File: src/design/ile_pkg.sv
// Shared types and constants for the indexed list engine.
package ile_pkg;

	localparam int CMD_W = 3;
	localparam int VAL_W = 32;
	localparam int POS_W = 7;
	localparam int ST_W  = 2;
	localparam int CNT_W = 7;

	localparam logic [CMD_W-1:0] CMD_APPEND = 3'd0;
	localparam logic [CMD_W-1:0] CMD_REMOVE = 3'd1;
	localparam logic [CMD_W-1:0] CMD_INSERT = 3'd2;
	localparam logic [CMD_W-1:0] CMD_TRIM   = 3'd3;
	localparam logic [CMD_W-1:0] CMD_SEARCH = 3'd4;

	localparam logic [ST_W-1:0] ST_DONE  = 2'd0;
	localparam logic [ST_W-1:0] ST_FULL  = 2'd1;
	localparam logic [ST_W-1:0] ST_RANGE = 2'd2;

	typedef enum logic [1:0] {
		S_IDLE,
		S_CHECK,
		S_WALK,
		S_FINISH
	} ctrl_state_t;

	typedef struct packed {
		logic load_item;
		logic start_walk;
		logic walk_en;
		logic finish;
	} ctrl_cmd_t;

	typedef struct packed {
		logic err;
		logic need_walk;
		logic walk_idle;
		logic out_free;
	} dp_stat_t;

endpackage

File: src/design/ile_ctrl.sv
// Command sequencer for the indexed list engine.
module ile_ctrl
	import ile_pkg::*;
(
	input  logic      clk,
	input  logic      arst_n,
	input  logic      in_valid,
	output logic      in_stall,
	input  dp_stat_t  stat,
	output ctrl_cmd_t ctl
);

	ctrl_state_t state_q;
	ctrl_state_t state_d;

	always_ff @(posedge clk or negedge arst_n) begin
		if (!arst_n) begin
			state_q <= S_IDLE;
		end else begin
			state_q <= state_d;
		end
	end

	always_comb begin
		state_d  = state_q;
		ctl      = '0;
		in_stall = 1'b1;
		case (state_q)
			S_IDLE: begin
				in_stall = 1'b0;
				if (in_valid) begin
					ctl.load_item = 1'b1;
					state_d       = S_CHECK;
				end
			end
			S_CHECK: begin
				if (stat.err || !stat.need_walk) begin
					state_d = S_FINISH;
				end else begin
					ctl.start_walk = 1'b1;
					state_d        = S_WALK;
				end
			end
			S_WALK: begin
				ctl.walk_en = 1'b1;
				if (stat.walk_idle) begin
					state_d = S_FINISH;
				end
			end
			S_FINISH: begin
				if (stat.out_free) begin
					ctl.finish = 1'b1;
					state_d    = S_IDLE;
				end
			end
			default: begin
				state_d = S_IDLE;
			end
		endcase
	end

endmodule

File: src/design/ile_dp.sv
// Datapath for the indexed list engine: entry store, fill count, walk and result register.
module ile_dp
	import ile_pkg::*;
#(
	parameter int CAPACITY = 64
) (
	input  logic                    clk,
	input  logic                    arst_n,
	input  ctrl_cmd_t               ctl,
	output dp_stat_t                stat,
	input  logic [CMD_W-1:0]        cmd,
	input  logic signed [VAL_W-1:0] value,
	input  logic [POS_W-1:0]        position,
	output logic                    out_valid,
	input  logic                    out_stall,
	output logic [ST_W-1:0]         status,
	output logic [CNT_W-1:0]        match_count,
	output logic                    found,
	output logic [CNT_W-1:0]        length
);

	localparam int AW = $clog2(CAPACITY);
	localparam int CW = $clog2(CAPACITY + 1);

	logic signed [VAL_W-1:0] entries_q [CAPACITY];

	logic [CMD_W-1:0]        cmd_q;
	logic signed [VAL_W-1:0] val_q;
	logic [POS_W-1:0]        pos_q;
	logic [CW-1:0]           fill_q;
	logic [CW-1:0]           fill_nx;
	logic [CW-1:0]           rem_q;
	logic [AW-1:0]           ptr_q;
	logic [CW-1:0]           match_q;
	logic                    rd_issue;
	logic                    rd_pend_s1;
	logic [AW-1:0]           rd_addr_s1;
	logic signed [VAL_W-1:0] rdata_s1;
	logic [POS_W-1:0]        fill_ext;
	logic                    is_full;
	logic [ST_W-1:0]         status_d;
	logic                    mem_we;
	logic [AW-1:0]           mem_waddr;
	logic signed [VAL_W-1:0] mem_wdata;
	logic                    out_valid_q;
	logic [ST_W-1:0]         status_q;
	logic [CNT_W-1:0]        match_out_q;
	logic                    found_q;
	logic [CNT_W-1:0]        length_q;

	assign fill_ext = POS_W'(fill_q);
	assign is_full  = (fill_q == CW'(CAPACITY));

	always_comb begin
		status_d = ST_DONE;
		case (cmd_q)
			CMD_APPEND: begin
				if (is_full) status_d = ST_FULL;
			end
			CMD_REMOVE: begin
				if (pos_q >= fill_ext) status_d = ST_RANGE;
			end
			CMD_INSERT: begin
				if (is_full) status_d = ST_FULL;
				else if (pos_q > fill_ext) status_d = ST_RANGE;
			end
			CMD_TRIM: begin
				if (pos_q > fill_ext) status_d = ST_RANGE;
			end
			default: begin
				status_d = ST_DONE;
			end
		endcase
	end

	always_comb begin
		fill_nx = fill_q;
		if (status_d == ST_DONE) begin
			case (cmd_q)
				CMD_APPEND: fill_nx = fill_q + CW'(1);
				CMD_INSERT: fill_nx = fill_q + CW'(1);
				CMD_REMOVE: fill_nx = fill_q - CW'(1);
				CMD_TRIM:   fill_nx = CW'(pos_q);
				default:    fill_nx = fill_q;
			endcase
		end
	end

	assign stat.err       = (status_d != ST_DONE);
	assign stat.need_walk = (cmd_q == CMD_REMOVE) || (cmd_q == CMD_INSERT)
		|| (cmd_q == CMD_SEARCH);
	assign stat.walk_idle = (rem_q == '0) && !rd_pend_s1;
	assign stat.out_free  = !out_valid_q || !out_stall;

	assign rd_issue = ctl.walk_en && (rem_q != '0);

	always_ff @(posedge clk) begin
		if (ctl.load_item) begin
			cmd_q <= cmd;
			val_q <= value;
			pos_q <= position;
		end
		if (ctl.start_walk) begin
			case (cmd_q)
				CMD_REMOVE: begin
					ptr_q <= AW'(pos_q) + AW'(1);
				end
				CMD_INSERT: begin
					ptr_q <= AW'(fill_q) - AW'(1);
				end
				default: begin
					ptr_q <= '0;
				end
			endcase
		end else if (rd_issue) begin
			if (cmd_q == CMD_INSERT) ptr_q <= ptr_q - AW'(1);
			else ptr_q <= ptr_q + AW'(1);
		end
		if (rd_issue) begin
			rd_addr_s1 <= ptr_q;
		end
		if (ctl.finish) begin
			status_q    <= status_d;
			match_out_q <= CNT_W'(match_q);
			found_q     <= (match_q != '0);
			length_q    <= CNT_W'(fill_nx);
		end
	end

	always_ff @(posedge clk or negedge arst_n) begin
		if (!arst_n) begin
			fill_q      <= '0;
			rem_q       <= '0;
			match_q     <= '0;
			rd_pend_s1  <= 1'b0;
			out_valid_q <= 1'b0;
		end else begin
			if (ctl.finish) begin
				fill_q <= fill_nx;
			end
			if (ctl.start_walk) begin
				case (cmd_q)
					CMD_REMOVE: rem_q <= fill_q - CW'(pos_q) - CW'(1);
					CMD_INSERT: rem_q <= fill_q - CW'(pos_q);
					default:    rem_q <= fill_q;
				endcase
			end else if (rd_issue) begin
				rem_q <= rem_q - CW'(1);
			end
			if (ctl.load_item) begin
				match_q <= '0;
			end else if (rd_pend_s1 && (cmd_q == CMD_SEARCH) && (rdata_s1 == val_q)) begin
				match_q <= match_q + CW'(1);
			end
			rd_pend_s1 <= rd_issue;
			if (ctl.finish) begin
				out_valid_q <= 1'b1;
			end else if (!out_stall) begin
				out_valid_q <= 1'b0;
			end
		end
	end

	always_comb begin
		mem_we    = 1'b0;
		mem_waddr = rd_addr_s1;
		mem_wdata = rdata_s1;
		if (rd_pend_s1 && (cmd_q == CMD_REMOVE)) begin
			mem_we    = 1'b1;
			mem_waddr = rd_addr_s1 - AW'(1);
		end else if (rd_pend_s1 && (cmd_q == CMD_INSERT)) begin
			mem_we    = 1'b1;
			mem_waddr = rd_addr_s1 + AW'(1);
		end else if (ctl.finish && (status_d == ST_DONE)) begin
			if (cmd_q == CMD_APPEND) begin
				mem_we    = 1'b1;
				mem_waddr = AW'(fill_q);
				mem_wdata = val_q;
			end else if (cmd_q == CMD_INSERT) begin
				mem_we    = 1'b1;
				mem_waddr = AW'(pos_q);
				mem_wdata = val_q;
			end
		end
	end

	always_ff @(posedge clk) begin
		if (mem_we) begin
			entries_q[mem_waddr] <= mem_wdata;
		end
		if (rd_issue) begin
			rdata_s1 <= entries_q[ptr_q];
		end
	end

	assign out_valid   = out_valid_q;
	assign status      = status_q;
	assign match_count = match_out_q;
	assign found       = found_q;
	assign length      = length_q;

endmodule

File: src/design/indexed_list_engine_core.sv
// Indexed list engine: ordered list of signed 32-bit values in a fixed store.
// Append, trim, rejected requests and unused commands go straight from check to result;
// remove, insert and search first walk the entries moved or scanned (up to CAPACITY),
// one entry per cycle.
// One transaction at a time; the next is accepted the cycle after the result is registered.
// Reset (arst_n low) empties the list; store contents are not cleared.
module indexed_list_engine_core
	import ile_pkg::*;
#(
	parameter int CAPACITY = 64
) (
	input  logic                    clk,
	input  logic                    arst_n,
	input  logic                    in_valid,
	output logic                    in_stall,
	input  logic [CMD_W-1:0]        cmd,
	input  logic signed [VAL_W-1:0] value,
	input  logic [POS_W-1:0]        position,
	output logic                    out_valid,
	input  logic                    out_stall,
	output logic [ST_W-1:0]         status,
	output logic [CNT_W-1:0]        match_count,
	output logic                    found,
	output logic [CNT_W-1:0]        length
);

	ctrl_cmd_t ctl;
	dp_stat_t  stat;

	ile_ctrl u_ctrl (
		.clk      (clk),
		.arst_n   (arst_n),
		.in_valid (in_valid),
		.in_stall (in_stall),
		.stat     (stat),
		.ctl      (ctl)
	);

	ile_dp #(
		.CAPACITY (CAPACITY)
	) u_dp (
		.clk         (clk),
		.arst_n      (arst_n),
		.ctl         (ctl),
		.stat        (stat),
		.cmd         (cmd),
		.value       (value),
		.position    (position),
		.out_valid   (out_valid),
		.out_stall   (out_stall),
		.status      (status),
		.match_count (match_count),
		.found       (found),
		.length      (length)
	);

endmodule

File: config.mk
export PLATFORM = sky130hd
export DESIGN_NAME = indexed_list_engine_core
export DESIGN_NICKNAME = d
export VERILOG_FILES = /design/src/design/ile_pkg.sv /design/src/design/ile_ctrl.sv /design/src/design/ile_dp.sv /design/src/design/indexed_list_engine_core.sv
export SDC_FILE = /design/constraint.sdc
export NUM_CORES = 2
export LEC_CHECK = 0
export BUFFER_PORTS_ARGS = -buffer_cell sky130_fd_sc_hd__buf_2
export CAP_MARGIN = 25
export CORE_MARGIN = 2
export CORE_UTILIZATION = 38
export DETAILED_ROUTE_END_ITERATION = 16
export PLACE_DENSITY = 0.6
export SLEW_MARGIN = 10
export SYNTH_ARGS = -nofsm -noshare
export SYNTH_HDL_FRONTEND = slang
export SYNTH_SLANG_ARGS = --single-unit
File: constraint.sdc
create_clock -name clk -period 5.37 [get_ports clk]
set_input_delay 0 -clock clk [delete_from_list [all_inputs] [get_ports clk]]
set_output_delay 0 -clock clk [all_outputs]
set_load 0.05 [all_outputs]
==> implementation parameters <==
Parameter                              Value

Drt
  Violation count after the first detailed-route iteration    4726
  Via count of the routed design    40400
  Detail-routed net length per standard cell    29.6 µm
  Drt first pass iters    6
  DRC viols    0
  Total detailed-routing wirelength    214000 µm
  Routed vias/inst    5.59
  Post-detailed-route count of antenna-violating nets    0

Pwr
  Overall Power    55300 µW
  Power per cell area    556 nW/µm²
  Highest ir drop seen on vdd    449 µV
  Leakage    0.0312 µW

GRT
  Global-route wire length before repair    305000 µm
  Gr ovfl total    0
  Initial antenna violation count    11
  Number of global-route vias before repair    40800
  Largest net degree at the start of global routing    126
  GRT Resource Usage Total    18.6%

Min path
  Type of the tightest min-delay check    in2reg

Worst setup path
  Worst Setup Start Kind    register
  Top cell family by delay on the critical path    simple AND/OR/NAND/NOR gates
  Type of element capturing the critical path    register
  Bufs and invs on worst path    2
  Critical Path, Cell by Cell    inv_1 -> ha_1 -> or3b_2 -> o211ai_2 -> a21oi_1 -> nor2_1 -> a211oi_4 -> or3_1 -> nor3_4 -> buf_4
  Cell type of the slowest stage on the worst timing path    nor3_4
  Data required time at the worst endpoint    5890 ps
  Delay contributed by the slowest stage of the critical path    870 ps
  Maximum fanout count along the critical path    17
  Kind of critical path    reg2reg
  Worst path arrival time    5290 ps

Final layout
  Post-layout net count    4140
  Post-Layout Inst Area    99500 µm²
  Share of the core filled with cells    44.7%
  Area taken by multi-input logic gates    19700 µm²
  Layout-stage area growth over the synthesis result    16.6%
  Area taken by flip-flops and latches    65200 µm²
  Fraction of layout instances using a drive strength above 1    32.7%
  Number of filler instances in the final layout    18400

Timing
  Number of max-slew violations in the final report    0
  Layout Skew    34.8 ps
  Max Clk Rate    0.210 GHz
  Setup tns final    0 ps
  Final Cycle Share    88.8%
  Relative slew slack    32.3%
  Shortest clock period the worst path allows after layout    4770 ps
  Final number of setup-violating endpoints    0
  Slew @ Worst Pin    1020 ps
  Unrepaired setup endpoints after global routing    false
  Final hold violation count    0

Clock network
  Largest buffer count on any clock path    3
  Clock root cell    clkbuf_16
  Clock buffer count from CTS    219
  Gates resized, CTS repair    0
  Later-pin clock latency in the skew report    860 ps
  Reg clk slew, reported paths    60 ps
  CTS tree    done
  Number of clock sinks    2176
  Post-CTS Repair Setup Buffers    0
  H-Tree Level Count    4

Logic synthesis
  Summed instance area of the synthesized netlist    85300 µm²
  Avg Synthesized Cell Area    23.3 µm²
  Adder-cell share of the synthesized area    0.510%
  Simple-gate share of the synthesized area    1.78%
  Synth Register Bits    2176
  Number of enable-type register cells in the synthesized netlist    2151
  Portion of the post-synthesis area used by sequential elements    76.4%
  Most used flip-flop cell after synthesis    edfxtp_1
  Mapped Cells    3660
  Share of flip-flops with an asynchronous set or reset    1.15%
  Share of the synthesized netlist area taken by xor and xnor gates    0.718%
  Library cells used by synthesis    76
  Yosys Warn Count    0
  Multiplexer fraction of the synthesized cell area    18.4%
  Synthesized netlist net count    3739
  Complex-gate fraction of the synthesized area    1.12%
  Largest family of logic cells by synthesized area    multiplexers

Run
  Max-cap check violation count    0

Die
  Die ar.    228000 µm²
  Die Ht    478 µm
  Number of cell rows    173
  Width of the die    478 µm
  Initial cell density of the core    38.3%
  Boundary Pins    65
  Core Area    223000 µm²

Placed design
  Detailed placer's ending HPWL    123000 µm
  Area after DPL    91600 µm²
  Number of buffers inserted by port buffering    64
  Final Wtd Congestion    0.886

Status
  Status    complete, no violations
-- worst paths after layout --
check	end	from	slack [ps]	cells past startpoint
min in group asynchronous	u_dp.rem_q[2]	arst_n	150	4
worst max register to register	u_dp.entries_q[34][8]	u_dp.fill_ext[1]	600	10
worst min register to register	u_dp.match_count[6]	u_dp.match_q[6]	500	0
worst min-delay path	u_ctrl.state_q[1]	out_stall	130	5
worst max-delay path	u_dp.entries_q[34][8]	u_dp.fill_ext[1]	600	10
max in group asynchronous	u_dp.match_q[4]	arst_n	5050	4
-- worst min-delay path, cell delays in order --
cell           delay (ps)
dlygate4sd3_1         530
buf_2                 130
a311oi_1              150
nand2_1                70
o21ai_0                80
-- power breakdown --
part | internal, µW | leakage [µW] | switching (µW) | total, µW
clock | 8450 | 0.00339 | 6470 | 14900
sequential | 22200 | 0.0197 | 420 | 22600
combinational | 7120 | 0.00813 | 10700 | 17800
-- metrics by stage --
step	setup WS [ps]	hold slack, ps	std cells
final	600	131	7224
after global placement	511	66.6	6721
after detailed placement	602	70.7	6725
after global routing	375	149	7222
after floorplan	-365	-296	3660
after CTS	584	55.9	7221
-- area by class of cell --
| type | count | area share [%] |
|---|---|---|
| repair buffers | 366 | 3.73 |
| clock inverters | 131 | 1.33 |
| inverters | 39 | 0.147 |
| clock buffers | 275 | 5.72 |
| flip-flops and latches | 2176 | 65.5 |
| multi-input cells | 1259 | 19.8 |
| well taps | 2975 | 3.74 |
| diodes | 3 | 0.00754 |
-- synthesized netlist by cell type, types with 30 or more instances --
| cell | number | share of area (%) |
|---|---|---|
| inv_1 | 37 | 0.16 |
| mux2_2 | 57 | 0.75 |
| buf_2 | 31 | 0.18 |
| edfxtp_1 | 2151 | 76 |
| a21oi_1 | 39 | 0.23 |
| buf_1 | 55 | 0.24 |
| mux4_2 | 657 | 17 |
| o21ai_0 | 37 | 0.22 |
| nor2_1 | 81 | 0.36 |
| clkbuf_1 | 97 | 0.43 |
| ha_1 | 30 | 0.44 |
| nand2_1 | 52 | 0.23 |
| xor2_1 | 46 | 0.47 |
-- sequential cells by signal (all words and copies together) (netlist names) --
signal            flops
u_dp.ptr_q            6
u_dp.pos_q            7
u_dp.length           7
u_dp.out_valid        1
u_dp.entries_q     2048
u_dp.rdata_s1        32
u_dp.val_q           32
u_dp.found            1
u_dp.fill_ext         7
u_ctrl.state_q        2
u_dp.match_q          7
u_dp.rem_q            7
u_dp.rd_addr_s1       6
u_dp.cmd_q            3
u_dp.match_count      7
u_dp.rd_pend_s1       1
u_dp.status           2
-- cell families after synthesis --
group | count (synthesis)
and+or+nand+nor | 273
buffers and inverters | 225
adders and majority gates | 33
xor gates and xnor gates | 70
muxes | 739
DFF | 2176
AOI/OAI and AO/OA | 144
-- layer usage --
metal	part of all wire (%)	GRT usage, %	vias to the layer above
met1	43	26.9	22100
met5	0.0056	0	-
met4	2.2	4.71	2
li1	-	-	16500
met2	48	29.5	1515
met3	6.4	3.00	241
-- placed cells by master (no fill, tap or decap), types with 6 or more instances in the layout --
cell type      Yosys  routed
bufinv_16          0      19
o21ai_0           37      37
o221ai_1           6       6
nand4_1           10      10
clkbuf_1          97      56
xor2_1            46      46
mux2_2            57      57
clkbuf_16          0     219
ha_1              30      30
inv_6              0       8
edfxtp_1        2151    2151
nor2_4             0      40
a221oi_1           7       7
a21o_1             8       8
nor3_1            20      11
dfrtp_1           25      25
mux4_2           657     657
nor3_4             0      17
buf_12             0      69
nor2_1            81      41
clkinvlp_4         0       8
inv_1             37      36
buf_2             31      64
xnor2_1           24      24
nor4_1             9       8
a21oi_1           39      39
clkinv_1           0      49
mux2i_1           25      24
buf_4              2     141
dlygate4sd3_1      0      89
clkinv_2           0      34
nor3_2            14       6
nand3_1           16      16
nand2_1           52      52
nand2b_1           9       9
or3_1              6       6
-- timing repair --
item	4_1_cts	5_1_grt
setup endpoints to repair	0	0
endpoints found under the hold margin	136	0
hold buffers	90	0
Power figures use the tool's default switching activity.
